**src/design/dht_pkg.sv**
```systemverilog
`timescale 1ns / 1ps
package dht_pkg;

    localparam int FRAME_BITS      = 40;
    localparam int START_GAP_TICKS = 30;

    localparam int TICK_W   = 10;
    localparam int BIT_IDX_W = 6;
    localparam int READ_W   = 10;
    localparam int TEMP_W   = 8;
    localparam int CFG_IDX_W = 3;
    localparam int CFG_DATA_W = 10;

    localparam logic [CFG_IDX_W-1:0] REG_RESP_LOW  = 3'd0;
    localparam logic [CFG_IDX_W-1:0] REG_RESP_HIGH = 3'd1;
    localparam logic [CFG_IDX_W-1:0] REG_BIT_LOW   = 3'd2;
    localparam logic [CFG_IDX_W-1:0] REG_ZERO_HIGH = 3'd3;
    localparam logic [CFG_IDX_W-1:0] REG_ONE_HIGH  = 3'd4;
    localparam logic [CFG_IDX_W-1:0] REG_TAIL_LOW  = 3'd5;
    localparam logic [CFG_IDX_W-1:0] REG_ANCHOR_RD = 3'd6;
    localparam logic [CFG_IDX_W-1:0] REG_ANCHOR_C  = 3'd7;

    localparam logic [TICK_W-1:0] RST_RESP_LOW  = 10'd80;
    localparam logic [TICK_W-1:0] RST_RESP_HIGH = 10'd80;
    localparam logic [TICK_W-1:0] RST_BIT_LOW   = 10'd50;
    localparam logic [TICK_W-1:0] RST_ZERO_HIGH = 10'd26;
    localparam logic [TICK_W-1:0] RST_ONE_HIGH  = 10'd70;
    localparam logic [TICK_W-1:0] RST_TAIL_LOW  = 10'd50;
    localparam logic [READ_W-1:0] RST_ANCHOR_RD = 10'd248;
    localparam logic signed [TEMP_W-1:0] RST_ANCHOR_C = 8'sd22;

    typedef struct packed {
        logic [TICK_W-1:0]        response_low_ticks;
        logic [TICK_W-1:0]        response_high_ticks;
        logic [TICK_W-1:0]        bit_low_ticks;
        logic [TICK_W-1:0]        zero_high_ticks;
        logic [TICK_W-1:0]        one_high_ticks;
        logic [TICK_W-1:0]        tail_low_ticks;
        logic [READ_W-1:0]        anchor_reading;
        logic signed [TEMP_W-1:0] anchor_celsius;
    } cfg_t;

endpackage

```
**src/design/dht_in_if.sv**
```systemverilog
`timescale 1ns / 1ps
interface dht_in_if;
    logic                            valid;
    logic                            ready;
    logic                            line_level;
    logic [dht_pkg::READ_W-1:0]      raw_reading;

    modport source (output valid, output line_level, output raw_reading, input ready);
    modport sink   (input valid, input line_level, input raw_reading, output ready);
endinterface

```
**src/design/dht_out_if.sv**
```systemverilog
`timescale 1ns / 1ps
interface dht_out_if;
    logic                            valid;
    logic                            ready;
    logic                            drive_enable;
    logic                            drive_level;
    logic                            frame_done;
    logic [dht_pkg::TEMP_W-1:0]      sent_temperature;

    modport source (output valid, output drive_enable, output drive_level,
                    output frame_done, output sent_temperature, input ready);
    modport sink   (input valid, input drive_enable, input drive_level,
                    input frame_done, input sent_temperature, output ready);
endinterface

```
**src/design/dht_cfg_regs.sv**
```systemverilog
`timescale 1ns / 1ps
module dht_cfg_regs
(
    input  logic                              clk,
    input  logic                              rst_n,
    input  logic                              cfg_we,
    input  logic [dht_pkg::CFG_IDX_W-1:0]     cfg_index,
    input  logic [dht_pkg::CFG_DATA_W-1:0]    cfg_data,
    output dht_pkg::cfg_t                     cfg
);

    dht_pkg::cfg_t cfg_reg;
    dht_pkg::cfg_t cfg_next;

    always_comb
    begin
        cfg_next = cfg_reg;
        if (cfg_we)
        begin
            unique case (cfg_index)
                dht_pkg::REG_RESP_LOW:  cfg_next.response_low_ticks  = cfg_data;
                dht_pkg::REG_RESP_HIGH: cfg_next.response_high_ticks = cfg_data;
                dht_pkg::REG_BIT_LOW:   cfg_next.bit_low_ticks       = cfg_data;
                dht_pkg::REG_ZERO_HIGH: cfg_next.zero_high_ticks     = cfg_data;
                dht_pkg::REG_ONE_HIGH:  cfg_next.one_high_ticks      = cfg_data;
                dht_pkg::REG_TAIL_LOW:  cfg_next.tail_low_ticks      = cfg_data;
                dht_pkg::REG_ANCHOR_RD: cfg_next.anchor_reading      = cfg_data;
                dht_pkg::REG_ANCHOR_C:  cfg_next.anchor_celsius      =
                                            cfg_data[dht_pkg::TEMP_W-1:0];
            endcase
        end
    end

    always_ff @(posedge clk or negedge rst_n)
    begin
        if (!rst_n)
        begin
            cfg_reg.response_low_ticks  <= dht_pkg::RST_RESP_LOW;
            cfg_reg.response_high_ticks <= dht_pkg::RST_RESP_HIGH;
            cfg_reg.bit_low_ticks       <= dht_pkg::RST_BIT_LOW;
            cfg_reg.zero_high_ticks     <= dht_pkg::RST_ZERO_HIGH;
            cfg_reg.one_high_ticks      <= dht_pkg::RST_ONE_HIGH;
            cfg_reg.tail_low_ticks      <= dht_pkg::RST_TAIL_LOW;
            cfg_reg.anchor_reading      <= dht_pkg::RST_ANCHOR_RD;
            cfg_reg.anchor_celsius      <= dht_pkg::RST_ANCHOR_C;
        end
        else
        begin
            cfg_reg <= cfg_next;
        end
    end

    assign cfg = cfg_reg;

endmodule

```
**src/design/dht_core.sv**
```systemverilog
`timescale 1ns / 1ps
module dht_core
(
    input  logic          clk,
    input  logic          rst_n,
    input  dht_pkg::cfg_t cfg,
    dht_in_if.sink        in_ch,
    dht_out_if.source     out_ch
);

    localparam logic [3:0] PH_IDLE         = 4'd0;
    localparam logic [3:0] PH_WAIT_RELEASE = 4'd1;
    localparam logic [3:0] PH_GAP          = 4'd2;
    localparam logic [3:0] PH_RESP_LOW     = 4'd3;
    localparam logic [3:0] PH_RESP_HIGH    = 4'd4;
    localparam logic [3:0] PH_BIT_LOW      = 4'd5;
    localparam logic [3:0] PH_BIT_HIGH     = 4'd6;
    localparam logic [3:0] PH_TAIL         = 4'd7;
    localparam logic [3:0] PH_DONE         = 4'd8;

    localparam logic [dht_pkg::TICK_W-1:0] GAP_TICKS =
        dht_pkg::TICK_W'(dht_pkg::START_GAP_TICKS);
    localparam logic [dht_pkg::BIT_IDX_W-1:0] LAST_POS =
        dht_pkg::BIT_IDX_W'(dht_pkg::FRAME_BITS - 1);
    localparam logic [dht_pkg::BIT_IDX_W-1:0] NUM_BITS =
        dht_pkg::BIT_IDX_W'(dht_pkg::FRAME_BITS);

    logic [3:0]                            phase_reg, phase_next;
    logic [dht_pkg::TICK_W-1:0]            tick_count_reg, tick_count_next;
    logic [dht_pkg::BIT_IDX_W-1:0]         bit_index_reg, bit_index_next;
    logic [dht_pkg::FRAME_BITS-1:0]        frame_bits_reg, frame_bits_next;
    logic [dht_pkg::TEMP_W-1:0]            temp_byte_reg, temp_byte_next;

    logic                                  out_valid_reg;
    logic                                  drive_enable_reg, drive_enable_next;
    logic                                  drive_level_reg, drive_level_next;
    logic                                  frame_done_reg, frame_done_next;

    logic                                  accept;
    logic [dht_pkg::TICK_W-1:0]            tick_inc;
    logic [dht_pkg::TICK_W-1:0]            duration;
    logic                                  elapsed;
    logic [dht_pkg::BIT_IDX_W-1:0]         bit_pos;
    logic [dht_pkg::BIT_IDX_W-1:0]         bit_inc;
    logic                                  cur_bit;
    logic [dht_pkg::TEMP_W-1:0]            temp_calc;

    assign in_ch.ready = !out_valid_reg || out_ch.ready;
    assign accept      = in_ch.valid && in_ch.ready;

    assign tick_inc  = tick_count_reg + 1'b1;
    assign bit_pos   = LAST_POS - bit_index_reg;
    assign bit_inc   = bit_index_reg + 1'b1;
    assign cur_bit   = (bit_index_reg < NUM_BITS) ? frame_bits_reg[bit_pos] : 1'b0;
    assign temp_calc = cfg.anchor_celsius + in_ch.raw_reading[dht_pkg::TEMP_W-1:0]
                     - cfg.anchor_reading[dht_pkg::TEMP_W-1:0];

    always_comb
    begin
        unique case (phase_reg)
            PH_GAP:       duration = GAP_TICKS;
            PH_RESP_LOW:  duration = cfg.response_low_ticks;
            PH_RESP_HIGH: duration = cfg.response_high_ticks;
            PH_BIT_LOW:   duration = cfg.bit_low_ticks;
            PH_BIT_HIGH:  duration = cur_bit ? cfg.one_high_ticks : cfg.zero_high_ticks;
            PH_TAIL:      duration = cfg.tail_low_ticks;
            default:      duration = GAP_TICKS;
        endcase
    end

    assign elapsed = (tick_inc >= duration);

    always_comb
    begin
        phase_next        = phase_reg;
        tick_count_next   = tick_count_reg;
        bit_index_next    = bit_index_reg;
        frame_bits_next   = frame_bits_reg;
        temp_byte_next    = temp_byte_reg;
        drive_enable_next = 1'b0;
        drive_level_next  = 1'b0;
        frame_done_next   = 1'b0;

        unique case (phase_reg)
            PH_IDLE:
            begin
                if (!in_ch.line_level)
                    phase_next = PH_WAIT_RELEASE;
            end
            PH_WAIT_RELEASE:
            begin
                if (in_ch.line_level)
                begin
                    phase_next      = PH_GAP;
                    tick_count_next = '0;
                end
            end
            PH_GAP:
            begin
                tick_count_next = elapsed ? '0 : tick_inc;
                if (elapsed)
                begin
                    temp_byte_next  = temp_calc;
                    frame_bits_next = {16'd0, temp_calc, 8'd0, temp_calc};
                    bit_index_next  = '0;
                    phase_next      = PH_RESP_LOW;
                end
            end
            PH_RESP_LOW, PH_RESP_HIGH, PH_BIT_LOW, PH_TAIL:
            begin
                drive_enable_next = 1'b1;
                drive_level_next  = (phase_reg == PH_RESP_HIGH);
                tick_count_next   = elapsed ? '0 : tick_inc;
                if (elapsed)
                begin
                    unique case (phase_reg)
                        PH_RESP_LOW:  phase_next = PH_RESP_HIGH;
                        PH_RESP_HIGH: phase_next = PH_BIT_LOW;
                        PH_BIT_LOW:   phase_next = PH_BIT_HIGH;
                        default:      phase_next = PH_DONE;
                    endcase
                end
            end
            PH_BIT_HIGH:
            begin
                drive_enable_next = 1'b1;
                drive_level_next  = 1'b1;
                tick_count_next   = elapsed ? '0 : tick_inc;
                if (elapsed)
                begin
                    bit_index_next = bit_inc;
                    phase_next     = (bit_inc >= NUM_BITS) ? PH_TAIL : PH_BIT_LOW;
                end
            end
            PH_DONE:
            begin
                frame_done_next = 1'b1;
                phase_next      = PH_IDLE;
                tick_count_next = '0;
            end
            default:
            begin
                phase_next      = PH_IDLE;
                tick_count_next = '0;
            end
        endcase
    end

    always_ff @(posedge clk or negedge rst_n)
    begin
        if (!rst_n)
        begin
            phase_reg      <= PH_IDLE;
            tick_count_reg <= '0;
            bit_index_reg  <= '0;
            frame_bits_reg <= '0;
            temp_byte_reg  <= '0;
            out_valid_reg  <= 1'b0;
        end
        else
        begin
            if (accept)
            begin
                phase_reg      <= phase_next;
                tick_count_reg <= tick_count_next;
                bit_index_reg  <= bit_index_next;
                frame_bits_reg <= frame_bits_next;
                temp_byte_reg  <= temp_byte_next;
            end
            if (accept)
                out_valid_reg <= 1'b1;
            else if (out_ch.ready)
                out_valid_reg <= 1'b0;
        end
    end

    always_ff @(posedge clk)
    begin
        if (accept)
        begin
            drive_enable_reg <= drive_enable_next;
            drive_level_reg  <= drive_level_next;
            frame_done_reg   <= frame_done_next;
        end
    end

    assign out_ch.valid            = out_valid_reg;
    assign out_ch.drive_enable     = drive_enable_reg;
    assign out_ch.drive_level      = drive_level_reg;
    assign out_ch.frame_done       = frame_done_reg;
    assign out_ch.sent_temperature = temp_byte_reg;

    a_level_needs_drive: assert property (@(posedge clk) disable iff (!rst_n)
        out_valid_reg && drive_level_reg |-> drive_enable_reg)
        else $error("driven high level without drive enable");

    a_done_releases: assert property (@(posedge clk) disable iff (!rst_n)
        out_valid_reg && frame_done_reg |-> !drive_enable_reg)
        else $error("frame done while still driving");

    a_bit_index_range: assert property (@(posedge clk) disable iff (!rst_n)
        bit_index_reg <= NUM_BITS)
        else $error("bit index beyond frame");

    a_done_to_idle: assert property (@(posedge clk) disable iff (!rst_n)
        accept && phase_reg == PH_DONE |=> phase_reg == PH_IDLE)
        else $error("release tick did not return to idle");

    a_high_bit_in_frame: assert property (@(posedge clk) disable iff (!rst_n)
        phase_reg == PH_BIT_HIGH |-> bit_index_reg < NUM_BITS)
        else $error("data bit phase past last bit");

endmodule

```
**src/design/dht11_single_wire_responder.sv**
```systemverilog
`timescale 1ns / 1ps
// Channel   Dir   Payload                                            Handshake
// in_ch     in    line_level, raw_reading                            valid/ready
// out_ch    out   drive_enable, drive_level, frame_done,             valid/ready
//                 sent_temperature
// cfg       in    cfg_index, cfg_data                                cfg_we
//
// One tick item in, one result item out; one item per cycle sustained while
// out_ch.ready is high. The phase sequencer and the result register update on
// the accepting edge.
// Reset clears the sequencer, the output valid and loads the register defaults.
// A stalled result holds in the output register; in_ch.ready is low only while
// it waits and out_ch.ready is low.
module dht11_single_wire_responder
(
    input  logic                            clk,
    input  logic                            rst_n,
    dht_in_if.sink                          in_ch,
    dht_out_if.source                       out_ch,
    input  logic                            cfg_we,
    input  logic [dht_pkg::CFG_IDX_W-1:0]   cfg_index,
    input  logic [dht_pkg::CFG_DATA_W-1:0]  cfg_data
);

    dht_pkg::cfg_t cfg;

    dht_cfg_regs u_cfg
    (
        .clk       (clk),
        .rst_n     (rst_n),
        .cfg_we    (cfg_we),
        .cfg_index (cfg_index),
        .cfg_data  (cfg_data),
        .cfg       (cfg)
    );

    dht_core u_core
    (
        .clk    (clk),
        .rst_n  (rst_n),
        .cfg    (cfg),
        .in_ch  (in_ch),
        .out_ch (out_ch)
    );

endmodule
```
**src/flat_wrapper.sv**
```systemverilog
// flat-port wrapper written by rule: the top's interface ports become plain ports
module dht11_single_wire_responder_flat 
  (clk, rst_n, cfg_we, cfg_index, cfg_data, in_ch_valid, in_ch_line_level, in_ch_raw_reading, in_ch_ready, out_ch_valid, out_ch_drive_enable, out_ch_drive_level, out_ch_frame_done, out_ch_sent_temperature, out_ch_ready);
  dht_in_if in_ch_i ();
  dht_out_if out_ch_i ();
  input  logic clk;
  input  logic rst_n;
  input  logic cfg_we;
  input  logic [dht_pkg::CFG_IDX_W-1:0] cfg_index;
  input  logic [dht_pkg::CFG_DATA_W-1:0] cfg_data;
  input wire logic [$bits(in_ch_i.valid)-1:0] in_ch_valid;
  input wire logic [$bits(in_ch_i.line_level)-1:0] in_ch_line_level;
  input wire logic [$bits(in_ch_i.raw_reading)-1:0] in_ch_raw_reading;
  output wire logic [$bits(in_ch_i.ready)-1:0] in_ch_ready;
  output wire logic [$bits(out_ch_i.valid)-1:0] out_ch_valid;
  output wire logic [$bits(out_ch_i.drive_enable)-1:0] out_ch_drive_enable;
  output wire logic [$bits(out_ch_i.drive_level)-1:0] out_ch_drive_level;
  output wire logic [$bits(out_ch_i.frame_done)-1:0] out_ch_frame_done;
  output wire logic [$bits(out_ch_i.sent_temperature)-1:0] out_ch_sent_temperature;
  input wire logic [$bits(out_ch_i.ready)-1:0] out_ch_ready;
  assign in_ch_i.valid = in_ch_valid;
  assign in_ch_i.line_level = in_ch_line_level;
  assign in_ch_i.raw_reading = in_ch_raw_reading;
  assign in_ch_ready = in_ch_i.ready;
  assign out_ch_valid = out_ch_i.valid;
  assign out_ch_drive_enable = out_ch_i.drive_enable;
  assign out_ch_drive_level = out_ch_i.drive_level;
  assign out_ch_frame_done = out_ch_i.frame_done;
  assign out_ch_sent_temperature = out_ch_i.sent_temperature;
  assign out_ch_i.ready = out_ch_ready;
  dht11_single_wire_responder u_core (.clk(clk), .rst_n(rst_n), .in_ch(in_ch_i), .out_ch(out_ch_i), .cfg_we(cfg_we), .cfg_index(cfg_index), .cfg_data(cfg_data));
endmodule
```
**config.mk**
```make
export PLATFORM = sky130hd
export DESIGN_NAME = dht11_single_wire_responder_flat
export DESIGN_NICKNAME = d
export VERILOG_FILES = /design/src/design/dht_pkg.sv /design/src/design/dht_in_if.sv /design/src/design/dht_out_if.sv /design/src/design/dht_cfg_regs.sv /design/src/design/dht_core.sv /design/src/design/dht11_single_wire_responder.sv /design/src/flat_wrapper.sv
export SDC_FILE = /design/constraint.sdc
export NUM_CORES = 1
export LEC_CHECK = 0
export BUFFER_PORTS_ARGS = -buffer_cell sky130_fd_sc_hd__buf_4
export CAP_MARGIN = 15
export CELL_PAD_IN_SITES_DETAIL_PLACEMENT = 1
export CELL_PAD_IN_SITES_GLOBAL_PLACEMENT = 1
export CORE_MARGIN = 1
export CORE_UTILIZATION = 49
export DETAILED_ROUTE_END_ITERATION = 8
export PLACE_DENSITY = 0.88
export SLEW_MARGIN = 20
export SYNTH_ARGS = -nofsm -noshare
export SYNTH_HDL_FRONTEND = slang
export SYNTH_SLANG_ARGS = --single-unit
```
**constraint.sdc**
```tcl
create_clock -name clk -period 4.7 [get_ports clk]
set_clock_uncertainty 0.05 [all_clocks]
set_input_delay 0.705 -clock clk [delete_from_list [all_inputs] [get_ports clk]]
set_output_delay 0.705 -clock clk [all_outputs]
set_load 0.02 [all_outputs]
```
# ---- Word level (Yosys, flattened, before mapping)
# Index checks and enable logic that the tools add are counted.
dict set report word_totals {
  out_inout_bits 13
  regBits 124
}
dict set report op_classes {
  n_lt_le_gt_ge 4
  n_eq_ne 20
  n_reduce_logical 22
  bitwise 1
  muxes 24
  add_sub_neg 5
}
# cell n
set ops {}
lappend ops {{$pmux 10 s5} 1}
lappend ops {{$mux 10} 3}
lappend ops {{$pmux 10 s3} 1}
lappend ops {{$mux 4} 5}
lappend ops {{$pmux 4 s5} 1}
lappend ops {{$eq 4x3->1 const B} 4}
lappend ops {{$reduce_and 2->1} 8}
lappend ops {{$eq 3x3->1 const B} 4}
lappend ops {{$mux 6} 2}
lappend ops {{$pmux 4 s3} 1}
lappend ops {{$pmux 6 s2} 1}
lappend ops {{$add 10x1->10 const B} 1}
lappend ops {{$ge 10x10->1} 1}
lappend ops {{$ne 2x2->1 const B} 5}
lappend ops {{$add 8x8->8} 1}
lappend ops {{$eq 4x2->1 const B} 2}
lappend ops {{$sub 8x8->8} 1}
lappend ops {{$lt 6x7->1 const B} 1}
lappend ops {{$add 6x1->6 const B} 1}
lappend ops {{$bmux 1 s6} 1}
lappend ops {{$eq 3x2->1 const B} 2}
lappend ops {{$ge 6x6->1 const B} 1}
lappend ops {{$lt 6x6->1 const B} 1}
lappend ops {{$mux 1} 6}
lappend ops {{other kinds (19)} 21}

# ---- Logic depth before layout (Yosys ltp)
# Gate-level depths: netlist of run 1.
dict set report logic_depth {
  word_depth 9
  depth_mapped 14
}

# ---- Cells and area by module
# Synthesis of run 1 repeated with hierarchy kept, for this count alone.
dict set report unflattened {
  hier_cells 530
  hier_area_um2 6241.0
}
# module cells_each area_each_um2 seq_area_each_um2 instances
set modules_own_cells {}
lappend modules_own_cells {dht_cfg_regs 171 3120.5 1981.9 1}
lappend modules_own_cells {dht_core 359 3120.5 815.8 1}

# ---- Worst setup path before layout of run 1
# Ideal clock, no wire load.
dict set report synth_timing {
  kind {reg-to-reg}
  from {register u_core.u_core.bit_index_reg[0] (netlist name)}
  to {register u_core.u_core.frame_bits_reg[7] (netlist name)}
  stages_incl_launch_ff 14
  setup_time_ns 0.125
  arrival_ns 3.281
  path_slack_ns 1.245
  path_buffers 1
  synth_period_minus_slack_ns 3.455
  path_cell_list {dfrtp_1 mux4_1 mux2i_1 or3_1 buf_6 mux2_4 a21oi_1 ha_1 and4_1 o21ai_0 or3_1 o21a_1 nor2_2 mux2_2}
}
dict set report synth_via {
  elab_chain_cells 8
}
# element line
set synth_lines {}
lappend synth_lines {{start: declaration} dht_core.sv:30} ;# logic [dht_pkg::BIT_IDX_W-1:0] bit_index_reg, bit_index_next;
lappend synth_lines {{start signal: assignment} dht_core.sv:166} ;# bit_index_reg <= bit_index_next;
lappend synth_lines {{$sub 6x6->6} dht_core.sv:52} ;# assign bit_pos = LAST_POS - bit_index_reg;
lappend synth_lines {{$bmux 1 s6} dht_core.sv:54} ;# assign cur_bit = (bit_index_reg < NUM_BITS) ? frame_bits_reg[bit_pos] : 1'b0;
lappend synth_lines {{$mux 1 (not written as such)} dht_core.sv:54}
lappend synth_lines {{$mux 1 (*)} dht_core.sv:54}
lappend synth_lines {{$mux 10 (*)} dht_core.sv:65} ;# PH_BIT_HIGH: duration = cur_bit ? cfg.one_high_ticks : cfg.zero_high_ticks;
lappend synth_lines {{$pmux 10 s5 (*)} dht_core.sv:60} ;# unique case (phase_reg)
lappend synth_lines {{$ge 10x10->1 (*)} dht_core.sv:71} ;# assign elapsed = (tick_inc >= duration);
lappend synth_lines {{$reduce_and 3->1 (no source line) (*)} --}
lappend synth_lines {{end signal: assignment} dht_core.sv:167} ;# frame_bits_reg <= frame_bits_next;
lappend synth_lines {{end: declaration} dht_core.sv:31} ;# logic [dht_pkg::FRAME_BITS-1:0] frame_bits_reg, frame_bits_next;
# Mark *: on every way between the ends. The rest lies on a longest branch, timed or not. The select of a mux whose other input is x is not followed.
# A chain may end at the register's enable or synchronous reset.

# ---- Worst setup path after layout of run 1
dict set report layout_timing {
  from {register u_core.u_core.bit_index_reg[0] (netlist name)}
  to {register u_core.u_core.phase_reg[0]}
}
dict set report layout_via {
  elab_chain_cells 9
}
# element line
set layout_lines {}
lappend layout_lines {{$sub 6x6->6} dht_core.sv:52}
lappend layout_lines {{$bmux 1 s6} dht_core.sv:54}
lappend layout_lines {{$mux 1 (not written as such)} dht_core.sv:54}
lappend layout_lines {{$mux 1 (*)} dht_core.sv:54}
lappend layout_lines {{$mux 10 (*)} dht_core.sv:65}
lappend layout_lines {{$pmux 10 s5 (*)} dht_core.sv:60}
lappend layout_lines {{$ge 10x10->1 (*)} dht_core.sv:71}
lappend layout_lines {{$ne 2x2->1 (no source line)} --}
lappend layout_lines {{$reduce_and 6->1 (no source line) (*)} --}
lappend layout_lines {{end signal: assignment} dht_core.sv:164} ;# phase_reg <= phase_next;
lappend layout_lines {{end: declaration} dht_core.sv:28} ;# logic [3:0] phase_reg, phase_next;
# Marks and branches as above.

==> results of run 1 <==
power by group:
part           switching [mW]  internal (mW)  leakage, nW  total, mW
combinational            1.02          0.843         1.64       1.86
sequential              0.229           1.21         1.26       1.44
clock                   0.352          0.393        0.144      0.745
through the flow:
step / total power, mW / area [um^2]
CTS: 4.065 / 6606
detailed placement: 3.289 / 6319
floorplan: 2.705 / 5858
finish: 4.049 / 6606
global route: 4.316 / 6606
global placement: 3.133 / 6319
cells by family after synthesis:
| logic type | Yosys count |
|---|---|
| AO/OA/AOI/OAI | 91 |
| XOR/XNOR | 17 |
| adder cells (fa/ha/maj) | 28 |
| buffers and inverters | 55 |
| flip-flops | 108 |
| multiplexers | 110 |
| AND/OR/NAND/NOR | 90 |
worst max-delay path by stage:
stage                                                  end  cells after the start                                  startpoint
6_report            u_core.u_core.phase_reg[0]$_DFFE_PN0P_                     11  u_core.u_core.bit_index_reg[0]$_DFFE_PN0P_
2_1_floorplan  u_core.u_core.frame_bits_reg[7]$_DFFE_PN0P_                     13  u_core.u_core.bit_index_reg[0]$_DFFE_PN0P_
3_5_place_dp   u_core.u_core.tick_count_reg[5]$_DFFE_PN0P_                     12  u_core.u_core.bit_index_reg[0]$_DFFE_PN0P_
5_1_grt             u_core.u_core.phase_reg[0]$_DFFE_PN0P_                     13  u_core.u_core.bit_index_reg[0]$_DFFE_PN0P_
3_3_place_gp        u_core.u_core.phase_reg[0]$_DFFE_PN0P_                     13  u_core.u_core.bit_index_reg[0]$_DFFE_PN0P_
4_1_cts             u_core.u_core.phase_reg[0]$_DFFE_PN0P_                     11  u_core.u_core.bit_index_reg[0]$_DFFE_PN0P_
routing by layer:
layer	vias to the layer above	global-route usage	wire length (um)
li1	1859	-	-
met4	0	0.07748	238
met2	54	0.4646	7631
met5	-	0	0
met1	2123	0.3032	6122
met3	22	0.04464	361
cell type report:
cell class,instances,area [um^2]
tap,143,178.9
sequential,108,2748
clock inverter,4,31.28
inverter,36,135.1
clock buffer,12,256.5
multi-input combinational,336,2889
timing repair buffer,49,367.9
fill,1193,4910
worst max-delay path: stages, from the launching register on:
cell and delay (ns):
dfrtp_1 0.48, mux4_1 0.60, mux2i_1 0.14, or3_1 0.50, mux2_4 0.35, a21oi_1 0.26, ha_1 0.32, a211o_1 0.31
a21oi_1 0.23, o21ai_0 0.21, a22oi_1 0.31, mux2_2 0.37
placed cells by master (no fill, tap or decap), types with 5 or more instances in the layout:
| cell | Yosys | layout |
|---|---|---|
| o21ai_0 | 29 | 29 |
| ha_1 | 21 | 21 |
| a22o_1 | 5 | 5 |
| dfrtp_1 | 81 | 81 |
| xor2_1 | 7 | 7 |
| buf_4 | 0 | 49 |
| nor2b_1 | 5 | 5 |
| nand2b_1 | 7 | 7 |
| nor2_1 | 12 | 12 |
| clkbuf_16 | 0 | 9 |
| mux2_4 | 7 | 7 |
| nor3_1 | 5 | 5 |
| dfstp_2 | 24 | 24 |
| nand3_1 | 12 | 12 |
| nand2_1 | 24 | 24 |
| o31ai_1 | 7 | 7 |
| fa_1 | 7 | 7 |
| xnor2_1 | 10 | 10 |
| o22ai_1 | 5 | 5 |
| mux2_2 | 81 | 81 |
| mux2i_1 | 20 | 20 |
| inv_1 | 36 | 36 |
| a21oi_1 | 16 | 16 |
==> run metrics, run 1 <==
leakage power=3.052 nW; aggregate negative setup slack=0 ns; Boundary Pins=42; violated checks=design-rule violations; GRT Residual Overflow=0; post-synthesis adder-cell area fraction=0.06877; FF+latch count, synth=108; status=finished, violations left; Compound-Gate Fraction of Synth Area=0.1002; async set-or-reset flop fraction in the synthesized netlist=0.9722; Worst setup EP type=flip-flop; Via Count=4,058; DRC Markers=4; total track usage=0.2536; RSZ-0062 raised after global routing=false; Yosys top cell by area=dfrtp_1; Cells after Synth=499; mux cell area share after synthesis=0.2168; drt total wl=14,360 um; DP Wirelength=10,360 um; Root Driver=clkbuf_16; reg2reg end=u_core.u_core.phase_reg[0]$_DFFE_PN0P_; Sinks on Clock Net=108; via density per instance=5.898; max FFs per register=76; post-synthesis sequential area ratio=0.4690; Max VDD drop=0.2265 mV; CP Launch Type=flip-flop; Finished Layout Cells=688; Post-Syn Area=0.005858 mm^2; cts hold-fix bufs=0; Area Overhead vs Synth=12.77%; Max Slew Vio Count=0; CTS tree=yes; Die W=111.3 um; top cells by area, synth=dfrtp_1, mux2_2, dfstp_2; reg2reg setup slack=0.45 ns; post-synthesis xor/xnor area fraction=0.02542; Fmax=0.2352 GHz; layout cells sized above 1=0.3321; area of the die=0.01240 mm^2; drt wl/cell=20.86 um; main combinational cell family by area after synthesis=multiplexers; Hold Slack=0.4143 ns; DR pass1 iterations=7; H-Tree Depth=3; Syn. warnings=0; Max FO, Critical Path=8; first-pass GRT wire length=24,280 um; final period utilization=0.9045; Least-Margin Pin Slew=1.037 ns; Core ar.=0.01152 mm^2; Unique masters post-synth=55; Post-CTS Setup Repair Bufs=0; Power Dens Cells=612.9 mW/mm^2; # setup viols final=0; final hold viol count=0; Slew HR=0.3046; reg2reg start=u_core.u_core.bit_index_reg[0]$_DFFE_PN0P_; PostCTS Resize Cnt=0; EDFF count, synth=3; Placement Setup Slack=0.4849 ns; vias in the first global route=4,617; Layout Utilization=0.5737; Final min period=4.251 ns; Crit path arrival time=4.45 ns; Synth Area in Simple Gates=0.08202; GPL Wtd Cong=0.7717; Num CTS Buffers=9; Clk Latency, worst-skew pair=0.36 ns; Synthesized Nets=556; R2R depth=11; worst setup margin=0.4489 ns; antenna-violating nets left=0; dpl cells=672; max_cap viols=0; dominant synthesized flop cell=dfrtp_1; nets=597; largest net degree at the start of global routing=71; syn_area_per_cell=11.74 um^2; Die Y-Extent=111.3 um; Worst-path clk slew=0.07 ns; antenna violations before repair=0; antenna diode count=0; min-delay worst type=in -> async; initial core utilization=0.5087; WS Path Type=reg -> reg; most frequent cells after synthesis=dfrtp_1, mux2_2, inv_1, o21ai_0; Port Buffer Count=39; area fraction of the dominant cell type after synthesis=0.3460; Data required, critical path=4.90 ns; DR iter-0 viols=204; clk buf depth=2; Row Count=39
No activity file was read; power rests on OpenSTA's default activity.
==> run 2, diff against run 1 <==
- ABC_AREA: not set -> 1
- CORE_MARGIN: 1 -> 2
- CORE_UTILIZATION: 49 -> 45
- PLACE_DENSITY: 0.88 -> 0.87
==> run metrics, run 2 <==
antenna diode count=0 (unchanged); Post-Syn Area=0.005928 mm^2 (was 0.005858 mm^2); Area Overhead vs Synth=12.73% (was 12.77%); nets=834 (was 597); critical path, cell by cell=inv_1 > nor2_4 > nand2_1 > o21ai_0 > a211oi_1 > nand2_1 > inv_1 > ha_1 > nand2_1 > inv_1 > nand2_1 > nand2_1 > nand2_1 > nand3_1 > nand3_2 > nand2_1 > o21ai_2 (was mux4_1 > mux2i_1 > or3_1 > mux2_4 > a21oi_1 > ha_1 > a211o_1 > a21oi_1 > o21ai_0 > a22oi_1 > mux2_2); Num CTS Buffers=9 (unchanged); RSZ-0062 raised after global routing=false (unchanged); Data required, critical path=4.89 ns (was 4.90 ns); layout cells sized above 1=0.1522 (was 0.3321); syn_area_per_cell=7.957 um^2 (was 11.74 um^2); CP Launch Type=flip-flop (unchanged); async set-or-reset flop fraction in the synthesized netlist=0.9722 (unchanged); PostCTS Resize Cnt=0 (unchanged); Least-Margin Pin Slew=1.015 ns (was 1.037 ns); FF+latch area=0.002748 mm^2 (unchanged); max_cap viols=0 (unchanged); max FFs per register=76 (unchanged); CP startpoint=u_core.u_core.phase_reg[0]$_DFFE_PN0P_ (was u_core.u_core.bit_index_reg[0]$_DFFE_PN0P_); cts hold-fix bufs=0 (unchanged); Crit path arrival time=3.68 ns (was 4.45 ns); Unique masters post-synth=38 (was 55); drt total wl=16,900 um (was 14,360 um); CP bufs+invs=3 (was 0); clk buf depth=2 (unchanged); Root Driver=clkbuf_16 (unchanged); slowest CP cell=dfrtp_1 (was mux4_1); WS Path Type=reg -> reg (unchanged); final period utilization=0.7440 (was 0.9045); Die W=118.8 um (was 111.3 um); reg2reg end=u_core.u_core.out_ch.sent_temperature[1]$_DFFE_PN0P_ (was u_core.u_core.phase_reg[0]$_DFFE_PN0P_); max incr delay on CP=0.49 ns (was 0.60 ns); reg2reg setup slack=1.20 ns (was 0.45 ns); Port Buffer Count=39 (unchanged); initial core utilization=0.4660 (was 0.5087); Row Count=41 (was 39); dominant synthesized flop cell=dfrtp_1 (unchanged); most common cell in the netlist=nand2_1; area fraction of the dominant cell type after synthesis=0.3419 (was 0.3460); Max FO, Critical Path=15 (was 8); total track usage=0.2532 (was 0.2536); Via Count=5,140 (was 4,058); most frequent cells after synthesis=nand2_1, inv_1, dfrtp_1, o21ai_0, nand3_1 (was dfrtp_1, mux2_2, inv_1, o21ai_0); drt wl/cell=17.72 um (was 20.86 um); most common cell after layout, fill and taps aside=nand2_1; Worst-path clk slew=0.07 ns (about the same); min-delay worst type=in -> async (unchanged); CTS tree=yes (unchanged); Crit path depth=17 (was 11); aggregate negative setup slack=0 ns (unchanged); area of the die=0.01411 mm^2 (was 0.01240 mm^2); Top delay family on crit path=simple AND/OR/NAND/NOR gates (was multiplexers); R2R depth=17 (was 11); Synthesized Nets=802 (was 556); DRC Markers=0 (was 4); Die Y-Extent=118.8 um (was 111.3 um); Syn. warnings=0 (unchanged); top cells by area, synth=dfrtp_1, nand2_1, dfstp_2 (was dfrtp_1, mux2_2, dfstp_2); post-synthesis sequential area ratio=0.4635 (was 0.4690); first-pass GRT wire length=28,230 um (was 24,280 um); DR iter-0 viols=270 (was 204); dpl cells=938 (was 672); Sinks on Clock Net=108 (unchanged); fill cell count=1,593 (was 1,193); Cells after Synth=745 (was 499); Clk Latency, worst-skew pair=0.36 ns (about the same); vias in the first global route=5,675 (was 4,617); largest net degree at the start of global routing=80 (was 71); final hold viol count=0 (unchanged); Finished Layout Cells=954 (was 688); antenna-violating nets left=0 (unchanged); Boundary Pins=42 (unchanged); Core ar.=0.01272 mm^2 (was 0.01152 mm^2); Slew HR=0.3230 (was 0.3046); Worst setup EP type=flip-flop (unchanged); Yosys top cell by area=dfrtp_1 (unchanged); most frequent cells in the layout=nand2_1, inv_1, dfrtp_1 (was mux2_2, dfrtp_1, buf_4); DR pass1 iterations=5 (was 7); Power Dens Cells=485.8 mW/mm^2 (was 612.9 mW/mm^2); final instance area=0.006683 mm^2 (was 0.006606 mm^2); via density per instance=5.388 (was 5.898); GRT Residual Overflow=0 (unchanged); leakage power=3.426 nW (was 3.052 nW); Area after DPL=0.006351 mm^2 (was 0.006319 mm^2); status=complete, no violations (was finished, violations left); Most common cell on crit path=nand2_1 (was a21oi_1); Max VDD drop=0.1981 mV (was 0.2265 mV); FF+latch count, synth=108 (unchanged); Multi-input gate area=0.002630 mm^2 (was 0.002889 mm^2); Fmax=0.2860 GHz (was 0.2352 GHz); Max Slew Vio Count=0 (unchanged); EDFF count, synth=3 (unchanged); antenna violations before repair=0 (unchanged); reg2reg start=u_core.u_core.phase_reg[0]$_DFFE_PN0P_ (was u_core.u_core.bit_index_reg[0]$_DFFE_PN0P_); Layout Utilization=0.5253 (was 0.5737); GPL Wtd Cong=0.8031 (was 0.7717); H-Tree Depth=3 (unchanged); Post-CTS Setup Repair Bufs=0 (unchanged); Final min period=3.497 ns (was 4.251 ns); DP Wirelength=11,530 um (was 10,360 um); # setup viols final=0 (unchanged)
-- run 2: cell types whose count changed after synthesis, sizes merged, moves of 12 or more --
cell   before  now
mux2i      20    0
nand4       2   14
o21ai      29  101
nand3      12   44
mux2       88    0
nor2       14   29
inv        36  121
nand2      24  232
-- run 2: worst max path at each step --
stage / endpoint / slack (ns)
6_report: u_core.u_core.out_ch.sent_temperature[1]$_DFFE_PN0P_ / 1.20
5_1_grt: u_core.u_core.frame_bits_reg[7]$_DFFE_PN0P_ / 0.94
4_1_cts: u_core.u_core.out_ch.sent_temperature[1]$_DFFE_PN0P_ / 1.22
3_5_place_dp: u_core.u_core.out_ch.sent_temperature[5]$_DFFE_PN0P_ / 1.35
3_3_place_gp: u_core.u_core.out_ch.sent_temperature[1]$_DFFE_PN0P_ / 1.51
2_1_floorplan: u_core.u_core.out_ch.sent_temperature[3]$_DFFE_PN0P_ / 2.15
-- run 2: final cells by class --
cell class	count	share of cell area
Timing Repair Buffer	40	0.04494
Clock inverter	3	0.005991
Multi-Input combinational cell	496	0.3936
Inverter	122	0.06853
Sequential cell	108	0.4112
Clock buffer	13	0.04362
Tap cell	172	0.03220
-- run 2: per-stage QoR --
step,power [mW],hold WS [ns],setup WS (ns)
after global routing,3.454,0.4596,0.9440
final,3.246,0.4373,1.203
after CTS,3.250,0.4404,1.219
after global placement,2.279,0.4161,1.513
after floorplan,2.021,0.3594,2.150
after detailed placement,2.380,0.4235,1.348
-- run 2: metal layers --
metal / vias up / share of wire / global-route usage
met5: - / 0 / 0
met4: 0 / 0.028 / 0.1086
met3: 31 / 0.023 / 0.02751
met2: 99 / 0.52 / 0.4533
met1: 2598 / 0.42 / 0.3073
li1: 2412 / - / -
-- run 2: worst reg2reg max path, stage by stage (launching register included) --
cell and delay, ns:
dfrtp_1 0.49, inv_1 0.15, nor2_4 0.31, nand2_1 0.35
o21ai_0 0.37, a211oi_1 0.08, nand2_1 0.08, inv_1 0.07
ha_1 0.30, nand2_1 0.08, inv_1 0.06, nand2_1 0.06
nand2_1 0.06, nand2_1 0.05, nand3_1 0.22, nand3_2 0.34
nand2_1 0.19, o21ai_2 0.08
-- run 2: cells by family after synthesis --
family	count (synthesis)	synth area share
xor gates and xnor gates	14	0.02068
buffers and inverters	141	0.09287
DFF	108	0.4635
adders and majority gates	28	0.06796
and+or+nand+nor	325	0.2379
AOI/OAI and AO/OA	129	0.1171
-- run 2: where the power goes --
part           total (mW)  leakage (nW)  internal, mW  switching, mW
combinational        1.14          1.96         0.389          0.753
clock               0.842         0.167         0.488          0.354
sequential           1.26          1.30          1.13          0.134
==> run 3, diff against run 2 <==
- ABC_AREA: 1 -> 0
- CORE_UTILIZATION: 45 -> 44
- PLACE_DENSITY: 0.87 -> 0.84
- clock period: 4.7 -> 3.1 ns (I/O delays scaled with it)
==> run metrics, run 3 (synthesized netlist as in run 1, its figures left out) <==
Die W=119.4 um (was 118.8 um); drt wl/cell=22.93 um (was 17.72 um); Boundary Pins=42 (unchanged); Finished Layout Cells=764 (was 954); CP startpoint=u_core.u_core.bit_index_reg[0]$_DFFE_PN0P_ (was u_core.u_core.phase_reg[0]$_DFFE_PN0P_); antenna diode count=0 (unchanged); Max VDD drop=0.4051 mV (was 0.1981 mV); reg2reg start=u_core.u_core.bit_index_reg[0]$_DFFE_PN0P_ (was u_core.u_core.phase_reg[0]$_DFFE_PN0P_); Sinks on Clock Net=108 (unchanged); Fmax=0.2730 GHz (was 0.2860 GHz); CTS tree=yes (unchanged); Port Buffer Count=39 (unchanged); WS Path Type=reg -> reg (unchanged); area of the die=0.01425 mm^2 (was 0.01411 mm^2); Via Count=4,381 (was 5,140); DP Wirelength=11,420 um (was 11,530 um); Slew HR=0.3394 (was 0.3230); initial core utilization=0.4459 (was 0.4660); drt total wl=17,520 um (was 16,900 um); first-pass GRT wire length=27,370 um (was 28,230 um); DRC Markers=0 (unchanged); R2R depth=12 (was 17); status=finished, violations left (was complete, no violations); Root Driver=clkbuf_16 (unchanged); worst setup margin=-0.5633 ns (was 1.203 ns); final period utilization=1.182 (was 0.7440); Max Slew Vio Count=0 (unchanged); max_cap viols=0 (unchanged); Die Y-Extent=119.4 um (was 118.8 um); antenna violations before repair=0 (unchanged); vias in the first global route=4,877 (was 5,675); Data required, critical path=3.29 ns (was 4.89 ns); fill cell count=1,391 (was 1,593); Clk Latency, worst-skew pair=0.36 ns (about the same); RSZ-0062 raised after global routing=true (was false); Area Overhead vs Synth=23.58% (was 12.73%); max FFs per register=76 (unchanged); leakage power=3.317 nW (was 3.426 nW); Power Dens Cells=1030 mW/mm^2 (was 485.8 mW/mm^2); GRT Residual Overflow=0 (unchanged); layout cells sized above 1=0.4524 (was 0.1522); Tot Pwr=7.454 mW (was 3.246 mW); min-delay worst type=in -> async (unchanged); nets=640 (was 834); H-Tree Depth=3 (unchanged); antenna-violating nets left=0 (unchanged); Worst-path clk slew=0.08 ns (was 0.07 ns); DR pass1 iterations=5 (unchanged); most frequent cells in the layout=buf_4, mux2_2, dfrtp_1 (was nand2_1, inv_1, dfrtp_1); Least-Margin Pin Slew=0.9855 ns (was 1.015 ns); reg2reg end=u_core.u_core.out_ch.sent_temperature[5]$_DFFE_PN0P_ (was u_core.u_core.out_ch.sent_temperature[1]$_DFFE_PN0P_); Max FO, Critical Path=5 (was 15); via density per instance=5.734 (was 5.388); final hold viol count=0 (unchanged); CP Launch Type=flip-flop (unchanged); # setup viols final=28 (was 0); total track usage=0.2507 (was 0.2532); GPL Wtd Cong=0.7987 (was 0.8031); reg2reg setup slack=-0.56 ns (was 1.20 ns); clk buf depth=2 (unchanged); most common cell after layout, fill and taps aside=buf_4 (was nand2_1); dpl cells=743 (was 938); Row Count=42 (was 41); Num CTS Buffers=9 (unchanged); violated checks=negative setup slack; DR iter-0 viols=241 (was 270); final instance area=0.007239 mm^2 (was 0.006683 mm^2); Crit path arrival time=3.86 ns (was 3.68 ns); largest net degree at the start of global routing=61 (was 80); Area after DPL=0.006724 mm^2 (was 0.006351 mm^2); Layout Utilization=0.5510 (was 0.5253); Core ar.=0.01314 mm^2 (was 0.01272 mm^2); Worst setup EP type=flip-flop (unchanged); Final min period=3.663 ns (was 3.497 ns)
[run 3: through the flow]
stage / setup slack (ns) / TNS (ns) / hold slack, ns
3_3_place_gp: -0.4038 / -8.579 / 0.4368
5_1_grt: -0.6823 / -15.57 / 0.2210
6_report: -0.5633 / -11.31 / 0.1584
3_5_place_dp: -0.5970 / -12.31 / 0.4462
4_1_cts: -0.4755 / -9.753 / 0.1837
2_1_floorplan: -0.2348 / -2.649 / 0.1194
[run 3: what timing repair did]
item,CTS,global route
gates cloned,1,0
setup buffers,5,0
pin swaps,16,14
resized for setup,33,15
setup endpoints to repair,28,28
hold buffers,0,0
[run 3: critical path: stages (launching register included)]
cell and delay, ns:
dfrtp_2 0.40, mux4_2 0.54, mux2i_4 0.18, or3_4 0.23, mux2_4 0.32, a21oi_2 0.16
ha_1 0.19, and4_1 0.24, o21ai_2 0.07, or3_4 0.34, o21a_4 0.25, nor2_4 0.24
mux2_4 0.33
[run 3: cell type report]
cell class | count | area, um^2 | area share
Clock buffer | 10 | 239.0 | 0.03301
Tap cell | 176 | 220.2 | 0.03042
Inverter | 36 | 135.1 | 0.01867
Timing Repair Buffer | 91 | 706.9 | 0.09765
Sequential cell | 108 | 2755 | 0.3806
Clock inverter | 6 | 48.80 | 0.006740
Multi-Input combinational cell | 337 | 3134 | 0.4329
[run 3: how the worst max path moves through the flow]
stage	slack [ns]	end	depth (start not counted)
2_1_floorplan	-0.23	u_core.u_core.out_ch.sent_temperature[0]$_DFFE_PN0P_	13
3_3_place_gp	-0.40	u_core.u_core.out_ch.sent_temperature[3]$_DFFE_PN0P_	13
3_5_place_dp	-0.60	u_core.u_core.out_ch.sent_temperature[4]$_DFFE_PN0P_	13
4_1_cts	-0.48	u_core.u_core.out_ch.sent_temperature[2]$_DFFE_PN0P_	12
5_1_grt	-0.68	u_core.u_core.out_ch.sent_temperature[5]$_DFFE_PN0P_	12
6_report	-0.56	u_core.u_core.out_ch.sent_temperature[5]$_DFFE_PN0P_	12
[run 3: power breakdown]
group / switching, mW / leakage [nW] / internal (mW)
Clock: 0.568 / 0.143 / 0.576
Combinational: 2.24 / 1.92 / 1.92
Sequential: 0.302 / 1.26 / 1.85
Total: 3.11 / 3.32 / 4.34
[run 3: routing by layer]
layer | wire length (um) | vias up | GRT usage
li1 | - | 1948 | -
met2 | 9008 | 122 | 0.4450
met4 | 460 | 0 | 0.08456
met3 | 686 | 42 | 0.04981
met1 | 7362 | 2269 | 0.3046
met5 | 0 | - | 0
